## src/hw/rtl/lpwb_pkg.sv

```systemverilog
// Types, codes and helpers for the LED pulse-width bit decoder.
// No dependencies; used by the top level and its checker.
package lpwb_pkg;

   localparam int LPWB_BLOCK_SYMBOLS   = 32;
   localparam int LPWB_PAYLOAD_SYMBOLS = 24;
   localparam int LPWB_NS_W            = 25;  // 15-bit ticks times 10-bit ns/tick
   localparam int LPWB_RESET_NS_W      = 20;  // up to 1023 us in ns
   localparam int LPWB_QUEUE_DEPTH     = 4;

   typedef enum logic [2:0] {
      CSR_TICK_NS          = 3'd0,
      CSR_RESET_US         = 3'd1,
      CSR_ZERO_HIGH_WINDOW = 3'd2,
      CSR_ZERO_LOW_WINDOW  = 3'd3,
      CSR_ONE_HIGH_WINDOW  = 3'd4,
      CSR_ONE_LOW_WINDOW   = 3'd5,
      CSR_BYTE_CAPACITY    = 3'd6,
      CSR_PAD_SKIP_ENABLE  = 3'd7
   } csr_index_type;

   typedef enum logic {
      KIND_DATA   = 1'b0,
      KIND_STATUS = 1'b1
   } item_kind_type;

   typedef enum logic [1:0] {
      STATUS_OK         = 2'd0,
      STATUS_OVERFLOW   = 2'd1,
      STATUS_ERROR_RATE = 2'd2
   } frame_status_type;

   typedef struct packed {
      item_kind_type    kind;
      logic [7:0]       data_byte;
      frame_status_type status;
      logic [15:0]      byte_total;
      logic [15:0]      error_total;
      logic             last;
   } rsp_item_type;

   // window layout: max in [31:16], min in [15:0]
   function automatic logic in_window(input logic [LPWB_NS_W-1:0] ns,
                                      input logic [31:0] win);
      logic [LPWB_NS_W-1:0] lo;
      logic [LPWB_NS_W-1:0] hi;
      lo = LPWB_NS_W'(win[15:0]);
      hi = LPWB_NS_W'(win[31:16]);
      return (ns >= lo) && (ns <= hi);
   endfunction

endpackage

```

## src/hw/rtl/led_pulse_width_bit_decoder.sv

```systemverilog
// LED pulse-width bit decoder, top level.
// Depends on lpwb_pkg.
//
// Each request is one captured pulse symbol (two level/tick phases). It is
// registered, scaled to ns, classified and packed into bytes in one pass, and
// the 0, 1 or 2 responses it causes (a data byte and/or an end-of-frame
// status) go into a 4-entry response queue. A request is taken every cycle
// while the queue holds at most two entries; the response side drains one
// entry per cycle while rsp_ready is high, so requests that each yield two
// responses back up the queue and are held off. The reset-pulse threshold is
// computed from the reset-time register when that register is written.
// Registers may be written only while the block is idle.
module led_pulse_width_bit_decoder
   import lpwb_pkg::*;
#(
   parameter int LED_BLOCK_SYMBOLS   = LPWB_BLOCK_SYMBOLS,
   parameter int LED_PAYLOAD_SYMBOLS = LPWB_PAYLOAD_SYMBOLS
) (
   input  logic        clock,
   input  logic        reset,
   input  logic        req_valid,
   output logic        req_ready,
   input  logic        req_first_level,
   input  logic [14:0] req_first_ticks,
   input  logic        req_second_level,
   input  logic [14:0] req_second_ticks,
   input  logic        req_final_symbol,
   output logic        rsp_valid,
   input  logic        rsp_ready,
   output logic        rsp_item_kind,
   output logic [7:0]  rsp_data_byte,
   output logic [1:0]  rsp_frame_status,
   output logic [15:0] rsp_byte_total,
   output logic [15:0] rsp_error_total,
   output logic        rsp_last_of_run,
   input  logic        csr_we,
   input  logic [2:0]  csr_addr,
   input  logic [31:0] csr_wdata
);

   localparam int POS_W = $clog2(LED_BLOCK_SYMBOLS);
   localparam int QCNT_W = $clog2(LPWB_QUEUE_DEPTH + 1);
   localparam int QIDX_W = $clog2(LPWB_QUEUE_DEPTH);

   // ---------------- configuration ----------------
   logic [9:0]                 tick_ns_ff;
   logic [LPWB_RESET_NS_W-1:0] reset_ns_ff;
   logic [31:0]                zero_high_ff, zero_low_ff, one_high_ff, one_low_ff;
   logic [15:0]                capacity_ff;
   logic                       pad_skip_ff;

   always_ff @(posedge clock) begin
      if (reset) begin
         tick_ns_ff     <= 10'd25;
         reset_ns_ff    <= LPWB_RESET_NS_W'(50000);
         zero_high_ff   <= '0;
         zero_low_ff    <= '0;
         one_high_ff    <= '0;
         one_low_ff     <= '0;
         capacity_ff    <= 16'd256;
         pad_skip_ff    <= 1'b1;
      end else if (csr_we) begin
         case (csr_index_type'(csr_addr))
            CSR_TICK_NS:          tick_ns_ff <= csr_wdata[9:0];
            CSR_RESET_US:         reset_ns_ff <= LPWB_RESET_NS_W'(
                                     LPWB_RESET_NS_W'(csr_wdata[9:0]) *
                                     LPWB_RESET_NS_W'(1000));
            CSR_ZERO_HIGH_WINDOW: zero_high_ff <= csr_wdata;
            CSR_ZERO_LOW_WINDOW:  zero_low_ff <= csr_wdata;
            CSR_ONE_HIGH_WINDOW:  one_high_ff <= csr_wdata;
            CSR_ONE_LOW_WINDOW:   one_low_ff <= csr_wdata;
            CSR_BYTE_CAPACITY:    capacity_ff <= csr_wdata[15:0];
            CSR_PAD_SKIP_ENABLE:  pad_skip_ff <= csr_wdata[0];
            default: ;
         endcase
      end
   end

   // ---------------- request register ----------------
   logic        s1_valid_ff;
   logic        s1_l0_ff, s1_l1_ff, s1_fin_ff;
   logic [14:0] s1_t0_ff, s1_t1_ff;
   logic [QCNT_W-1:0] q_count_ff;
   logic        s1_fire;
   logic        rsp_pop;

   assign s1_fire   = s1_valid_ff && (q_count_ff <= QCNT_W'(LPWB_QUEUE_DEPTH - 2));
   assign req_ready = !s1_valid_ff || s1_fire;

   always_ff @(posedge clock) begin
      if (reset) begin
         s1_valid_ff <= 1'b0;
      end else if (req_ready) begin
         s1_valid_ff <= req_valid;
      end
   end

   always_ff @(posedge clock) begin
      if (req_ready && req_valid) begin
         s1_l0_ff  <= req_first_level;
         s1_t0_ff  <= req_first_ticks;
         s1_l1_ff  <= req_second_level;
         s1_t1_ff  <= req_second_ticks;
         s1_fin_ff <= req_final_symbol;
      end
   end

   // ---------------- symbol classification ----------------
   logic [LPWB_NS_W-1:0] high_ns, low_ns, reset_ns;
   logic reset_hit, bit_ok, bit_val;
   logic zh, zl, oh, ol, full_ok;

   assign high_ns  = LPWB_NS_W'(s1_t0_ff) * LPWB_NS_W'(tick_ns_ff);
   assign low_ns   = LPWB_NS_W'(s1_t1_ff) * LPWB_NS_W'(tick_ns_ff);
   assign reset_ns = LPWB_NS_W'(reset_ns_ff);
   assign reset_hit = (!s1_l0_ff && high_ns >= reset_ns) || (!s1_l1_ff && low_ns >= reset_ns);

   assign zh = in_window(high_ns, zero_high_ff);
   assign zl = in_window(low_ns, zero_low_ff);
   assign oh = in_window(high_ns, one_high_ff);
   assign ol = in_window(low_ns, one_low_ff);

   always_comb begin
      full_ok = s1_l0_ff && !s1_l1_ff && ((zh && zl) || (oh && ol));
      if (full_ok) begin
         bit_ok  = 1'b1;
         bit_val = !(zh && zl);
      end else if (s1_fin_ff && s1_t1_ff == 15'd0 && s1_l0_ff) begin
         // truncated last symbol: high time alone decides
         bit_ok  = zh || oh;
         bit_val = !zh;
      end else begin
         bit_ok  = 1'b0;
         bit_val = 1'b0;
      end
   end

   // ---------------- frame state ----------------
   logic [7:0]       shift_ff, shift_in;
   logic [2:0]       bits_ff, bits_in;
   logic [POS_W-1:0] pos_ff, pos_in;
   logic [15:0]      bytes_ff, bytes_in;
   logic [15:0]      invalid_ff, invalid_in;
   logic [15:0]      symbols_ff, symbols_in;
   logic [3:0]       sym_mod_ff, sym_mod_in;   // symbols mod 10
   logic [12:0]      sym_div_ff, sym_div_in;   // symbols / 10
   logic             halted_ff, halted_in;
   logic             overflow_ff, overflow_in;

   rsp_item_type     res [2];
   logic [1:0]       nres;
   logic             pad_zone;
   logic [POS_W:0]   pos_inc;

   assign pad_zone = pad_skip_ff && (32'(pos_ff) >= LED_PAYLOAD_SYMBOLS) &&
                     (32'(pos_ff) < LED_BLOCK_SYMBOLS);
   assign pos_inc  = {1'b0, pos_ff} + (POS_W+1)'(1);

   always_comb begin
      rsp_item_type item;
      logic [POS_W-1:0] pos_next;
      shift_in    = shift_ff;
      bits_in     = bits_ff;
      pos_in      = pos_ff;
      bytes_in    = bytes_ff;
      invalid_in  = invalid_ff;
      symbols_in  = symbols_ff;
      sym_mod_in  = sym_mod_ff;
      sym_div_in  = sym_div_ff;
      halted_in   = halted_ff;
      overflow_in = overflow_ff;
      nres        = 2'd0;
      res[0]      = '0;
      res[1]      = '0;
      item        = '0;
      pos_next    = (32'(pos_inc) >= LED_BLOCK_SYMBOLS) ? '0 : pos_inc[POS_W-1:0];

      if (symbols_ff != 16'hFFFF) begin
         symbols_in = symbols_ff + 16'd1;
         if (sym_mod_ff == 4'd9) begin
            sym_mod_in = 4'd0;
            sym_div_in = sym_div_ff + 13'd1;
         end else begin
            sym_mod_in = sym_mod_ff + 4'd1;
         end
      end

      if (!halted_ff) begin
         if (reset_hit) begin
            if (bits_in != 3'd0) begin
               if (bytes_in < capacity_ff) begin
                  item           = '0;
                  item.kind      = KIND_DATA;
                  item.data_byte = 8'(16'(shift_in) << (4'd8 - 4'(bits_in)));
                  res[nres[0]]   = item;
                  nres           = nres + 2'd1;
                  bytes_in       = bytes_in + 16'd1;
               end else begin
                  overflow_in = 1'b1;
               end
            end
            bits_in   = 3'd0;
            shift_in  = 8'd0;
            halted_in = 1'b1;
         end else if (pad_zone) begin
            pos_in = pos_next;
         end else if (!bit_ok) begin
            if (invalid_in != 16'hFFFF) invalid_in = invalid_in + 16'd1;
         end else begin
            shift_in = {shift_ff[6:0], bit_val};
            bits_in  = bits_ff + 3'd1;
            pos_in   = pos_next;
            if (bits_ff == 3'd7) begin
               if (bytes_in < capacity_ff) begin
                  item           = '0;
                  item.kind      = KIND_DATA;
                  item.data_byte = shift_in;
                  res[nres[0]]   = item;
                  nres           = nres + 2'd1;
                  bytes_in       = bytes_in + 16'd1;
               end else begin
                  overflow_in = 1'b1;
                  halted_in   = 1'b1;
               end
               shift_in = 8'd0;
               bits_in  = 3'd0;
            end
         end
      end

      if (s1_fin_ff) begin
         if (!halted_in && bits_in != 3'd0) begin
            if (bytes_in < capacity_ff) begin
               item           = '0;
               item.kind      = KIND_DATA;
               item.data_byte = 8'(16'(shift_in) << (4'd8 - 4'(bits_in)));
               res[nres[0]]   = item;
               nres           = nres + 2'd1;
               bytes_in       = bytes_in + 16'd1;
            end else begin
               overflow_in = 1'b1;
            end
         end
         item             = '0;
         item.kind        = KIND_STATUS;
         item.byte_total  = bytes_in;
         item.error_total = invalid_in;
         if (overflow_in) begin
            item.status = STATUS_OVERFLOW;
         end else if (invalid_in >= 16'(sym_div_in)) begin
            item.status = STATUS_ERROR_RATE;
         end else begin
            item.status = STATUS_OK;
         end
         res[nres[0]] = item;
         nres         = nres + 2'd1;
         // frame ends: back to a clean state
         shift_in    = '0;
         bits_in     = '0;
         pos_in      = '0;
         bytes_in    = '0;
         invalid_in  = '0;
         symbols_in  = '0;
         sym_mod_in  = '0;
         sym_div_in  = '0;
         halted_in   = 1'b0;
         overflow_in = 1'b0;
      end

      if (nres == 2'd2) begin
         res[1].last = 1'b1;
      end else if (nres == 2'd1) begin
         res[0].last = 1'b1;
      end
   end

   always_ff @(posedge clock) begin
      if (reset) begin
         shift_ff    <= '0;
         bits_ff     <= '0;
         pos_ff      <= '0;
         bytes_ff    <= '0;
         invalid_ff  <= '0;
         symbols_ff  <= '0;
         sym_mod_ff  <= '0;
         sym_div_ff  <= '0;
         halted_ff   <= 1'b0;
         overflow_ff <= 1'b0;
      end else if (s1_fire) begin
         shift_ff    <= shift_in;
         bits_ff     <= bits_in;
         pos_ff      <= pos_in;
         bytes_ff    <= bytes_in;
         invalid_ff  <= invalid_in;
         symbols_ff  <= symbols_in;
         sym_mod_ff  <= sym_mod_in;
         sym_div_ff  <= sym_div_in;
         halted_ff   <= halted_in;
         overflow_ff <= overflow_in;
      end
   end

   // ---------------- response queue ----------------
   // head always in entry 0; entries shift down on a pop
   rsp_item_type      q_ff [LPWB_QUEUE_DEPTH];
   rsp_item_type      q_in [LPWB_QUEUE_DEPTH];
   logic [QCNT_W-1:0] q_count_in;

   assign rsp_valid = (q_count_ff != '0);
   assign rsp_pop   = rsp_valid && rsp_ready;

   always_comb begin
      for (int i = 0; i < LPWB_QUEUE_DEPTH; i++) begin
         q_in[i] = q_ff[i];
      end
      q_count_in = q_count_ff;
      if (rsp_pop) begin
         for (int i = 0; i < LPWB_QUEUE_DEPTH - 1; i++) begin
            q_in[i] = q_ff[i+1];
         end
         q_count_in = q_count_in - QCNT_W'(1);
      end
      if (s1_fire && nres != 2'd0) begin
         q_in[q_count_in[QIDX_W-1:0]] = res[0];
         q_count_in = q_count_in + QCNT_W'(1);
         if (nres == 2'd2) begin
            q_in[q_count_in[QIDX_W-1:0]] = res[1];
            q_count_in = q_count_in + QCNT_W'(1);
         end
      end
   end

   always_ff @(posedge clock) begin
      if (reset) begin
         q_count_ff <= '0;
      end else begin
         q_count_ff <= q_count_in;
      end
   end

   always_ff @(posedge clock) begin
      for (int i = 0; i < LPWB_QUEUE_DEPTH; i++) begin
         q_ff[i] <= q_in[i];
      end
   end

   assign rsp_item_kind    = q_ff[0].kind;
   assign rsp_data_byte    = q_ff[0].data_byte;
   assign rsp_frame_status = q_ff[0].status;
   assign rsp_byte_total   = q_ff[0].byte_total;
   assign rsp_error_total  = q_ff[0].error_total;
   assign rsp_last_of_run  = q_ff[0].last;

endmodule

```

## config.mk

```make
export PLATFORM = sky130hd
export DESIGN_NAME = led_pulse_width_bit_decoder
export DESIGN_NICKNAME = d
export VERILOG_FILES = /design/src/hw/rtl/lpwb_pkg.sv /design/src/hw/rtl/led_pulse_width_bit_decoder.sv
export SDC_FILE = /design/constraint.sdc
export NUM_CORES = 2
export LEC_CHECK = 0
export BUFFER_PORTS_ARGS = -buffer_cell sky130_fd_sc_hd__buf_2
export CAP_MARGIN = 20
export CORE_ASPECT_RATIO = 2
export CORE_MARGIN = 2
export CORE_UTILIZATION = 30
export CTS_CLUSTER_DIAMETER = 60
export DETAILED_ROUTE_END_ITERATION = 6
export GPL_TIMING_DRIVEN = 0
export REMOVE_ABC_BUFFERS = 1
export SLEW_MARGIN = 20
export SYNTH_ARGS = -nofsm -noshare
export SYNTH_HDL_FRONTEND = slang
export SYNTH_SLANG_ARGS = --single-unit
```

## constraint.sdc

```tcl
create_clock -name clock -period 12.88 [get_ports clock]
set_clock_uncertainty 0.1 [all_clocks]
set_input_delay 2.576 -clock clock [delete_from_list [all_inputs] [get_ports clock]]
set_output_delay 2.576 -clock clock [all_outputs]
set_load 0.1 [all_outputs]
```

==> run summary <==
Gate Count Post-Synth = 4338
maximum clock path buffer count = 3
met2 wire len = 62.4 mm
WHS = 0.349 ns
placed insts = 5829
Port Buffers = 118
hold path start = reset_ns_ff[10]$_SDFFE_PP0P_
Tmin final = 12.44 ns
IO Count = 119
Routed Antenna Nets = 0
yosys synthesis warning count = 0
pwr/cell area = 249 nW/um^2
Post-synth EDFFs = 77
worst slew pin tran = 1.12 ns
total number of vias = 31500
Num CTS Buffers = 46
critical path's most frequent cell = fa_1
Layout fillers = 12500
Synth top area share = 21.2%
Die X = 252 um
Leak Pwr = 17.6 nW
Metal-1 WL = 40.4 mm
leading post-synthesis cells by cell area = dfxtp_1, ha_1, fa_1
cell depth of the worst flop-to-flop path = 47
largest net degree at the start of global routing = 108
crit path max fanout = 24
DRC = 0
Reg clk slew, reported paths = 0.07 ns
hold buffer count at cts = 0
area leader, netlist = dfxtp_1
Die ar. = 126000 um^2
wire per inst = 19.1 um
#FFs+latches synth = 468
share of layout cells above drive strength 1 = 10.5%
CP max stage delay = 0.57 ns
Initial Util = 30.1%
Clock Tree Root = clkbuf_16
Unique masters post-synth = 91
Nets = 5104
first-pass GRT wire length = 180 mm
core area = 123000 um^2
# setup viols final = 0
Max VDD drop = 0.000207 V
Critical Path RT = 13.25 ns
Worst R2R End = q_ff[0][1]$_DFF_P_
WL final = 115 mm
Highest Clock Rate = 80.4 MHz
routed wl met3 = 4.46 mm
die height = 500 um
setup TNS = 0 ns
Max-cap violations = 0
CTS tree = done
clk sink count = 468
Non-Filler Instances = 6014
worst skew pair latency = 0.63 ns
GRT Resource Usage Total = 18.1%
Worst slew margin = 24.8%
sequential element share of the synthesized area = 27.4%
final setup margin = 0.436 ns
reg2reg start = tick_ns_ff[8]$_SDFFE_PP0P_
mean post-synth cell area = 8.52 um^2
max-slew violation count = 0
initial antenna violation count = 9
Final Hold Violating Endpoints = 0
CP arrival = 12.81 ns
post-route cell area = 42700 um^2
Worst Hold Class = flop to flop
leading cell type in the layout, fill and taps excluded = nand2_1
GRT Residual Overflow = 0
pre-CTS WS = -2.88 ns
via/cell ratio = 5.24
WS Path Type = flop to flop
vias in the first global route = 32600
status = finished clean
DP HPWL = 84.1 mm
Mapped Area = 37000 um^2
Hold Path End = reset_ns_ff[10]$_SDFFE_PP0P_
hold path cells = 2
Top Metal Used = met5
most frequent cells in the layout = nand2_1, inv_1, dfxtp_1
placed cell area = 39500 um^2
1st-iter DRT viols = 1818
GPL Wtd Cong = 0.938
drt pass-1 iters = 6
R2R Setup Slk = 0.44 ns
synthesis-to-finish area growth = 15.5%
nature of the critical path startpoint = flop
Top FF cell, synth = dfxtp_1
Final Cycle Share = 96.6%
crit path capture type = flop
Core Rows = 182
Crit-path slowest cell = or4_4
CTS H-tree depth = 2
fraction of registers with async set/reset = 0%
[routing by layer]
metal,global-route usage [%],up-vias
li1,-,15000
met1,17.8,15400
met3,2.16,366
met4,11.3,10
met5,0,-
met2,35.2,813
[report_power, final]
group / switching, mW / internal, mW
Clock: 0.646 / 0.834
Combinational: 4.49 / 2.72
Sequential: 0.163 / 1.76
Total: 5.30 / 5.31
[Yosys cell counts, drive strengths merged, types with 73 or more instances]
| cell type | n |
|---|---|
| dfxtp | 391 |
| fa | 234 |
| edfxtp | 77 |
| a21oi | 341 |
| nand2 | 662 |
| clkbuf | 210 |
| inv | 449 |
| nor2 | 205 |
| o21ai | 153 |
| mux2i | 135 |
| ha | 388 |
| nand3 | 73 |
| and2 | 177 |
| o22ai | 106 |
[kinds of logic (layout without fill, tap and decap cells)]
| group | Yosys count | count (layout) | share of synthesized area, % |
|---|---|---|---|
| mux | 140 | 140 | 3.87 |
| flops | 468 | 468 | 27.4 |
| fa+ha+maj | 622 | 622 | 25.8 |
| compound gates | 928 | 933 | 15.6 |
| other cells | 0 | 5 | 0 |
| simple gates | 1406 | 1406 | 17.9 |
| xor+xnor | 108 | 108 | 2.56 |
| buf+inv | 666 | 768 | 6.77 |
[layout make-up]
| type | instances | area (um^2) | area share, % |
|---|---|---|---|
| multi-input combinational | 3209 | 25300 | 59.1 |
| sequential | 468 | 10200 | 23.8 |
| clock inverter | 18 | 260 | 0.609 |
| antenna | 5 | 12.5 | 0.0293 |
| inverter | 451 | 1710 | 4.01 |
| clock buffer | 66 | 1350 | 3.16 |
| timing repair buffer | 233 | 1980 | 4.65 |
| tap | 1564 | 1960 | 4.58 |
[worst max-delay path, delay by kind of cell (launching register included)]
family	cells	cell delay, ns
AO/OA/AOI/OAI	14	3.25
AND/OR/NAND/NOR	14	3.10
flip-flops	1	0.51
adder cells (fa/ha/maj)	9	3.91
XOR/XNOR	2	0.35
buffers and inverters	8	0.99
[worst max path at each step]
stage                                     from                   to
CTS                      s1_t1_ff[2]$_DFFE_PP_   q_ff[2][8]$_DFF_P_
global route        tick_ns_ff[8]$_SDFFE_PP0P_  q_ff[0][30]$_DFF_P_
floorplan           tick_ns_ff[9]$_SDFFE_PP0P_  q_ff[0][30]$_DFF_P_
detailed placement  tick_ns_ff[9]$_SDFFE_PP0P_  q_ff[1][31]$_DFF_P_
finish              tick_ns_ff[8]$_SDFFE_PP0P_   q_ff[0][1]$_DFF_P_
global placement    tick_ns_ff[8]$_SDFFE_PP0P_  q_ff[2][41]$_DFF_P_
[per-stage QoR]
stage	utilization, %	total power, mW
finish	34.8	10.6
global route	34.8	11.3
CTS	34.2	10.3
detailed placement	32.1	8.21
global placement	31.5	7.99
floorplan	-	6.17
[sequential cells by signal, indices dropped and copies added, names as in the netlist, 13 cells and up]
register,count
bytes_ff,16
capacity_ff,16
invalid_ff,16
one_high_ff,32
one_low_ff,32
q_ff,176
reset_ns_ff,17
s1_t0_ff,15
s1_t1_ff,15
sym_div_ff,13
symbols_ff,16
zero_high_ff,32
zero_low_ff,32
[timing repair]
item	4_1_cts	5_1_grt
cloned	2	3
pin swaps	11	22
resized for setup	55	73
endpoints found under the setup margin	223	223
buffers inserted	62	29
Power figures use the tool's default switching activity.
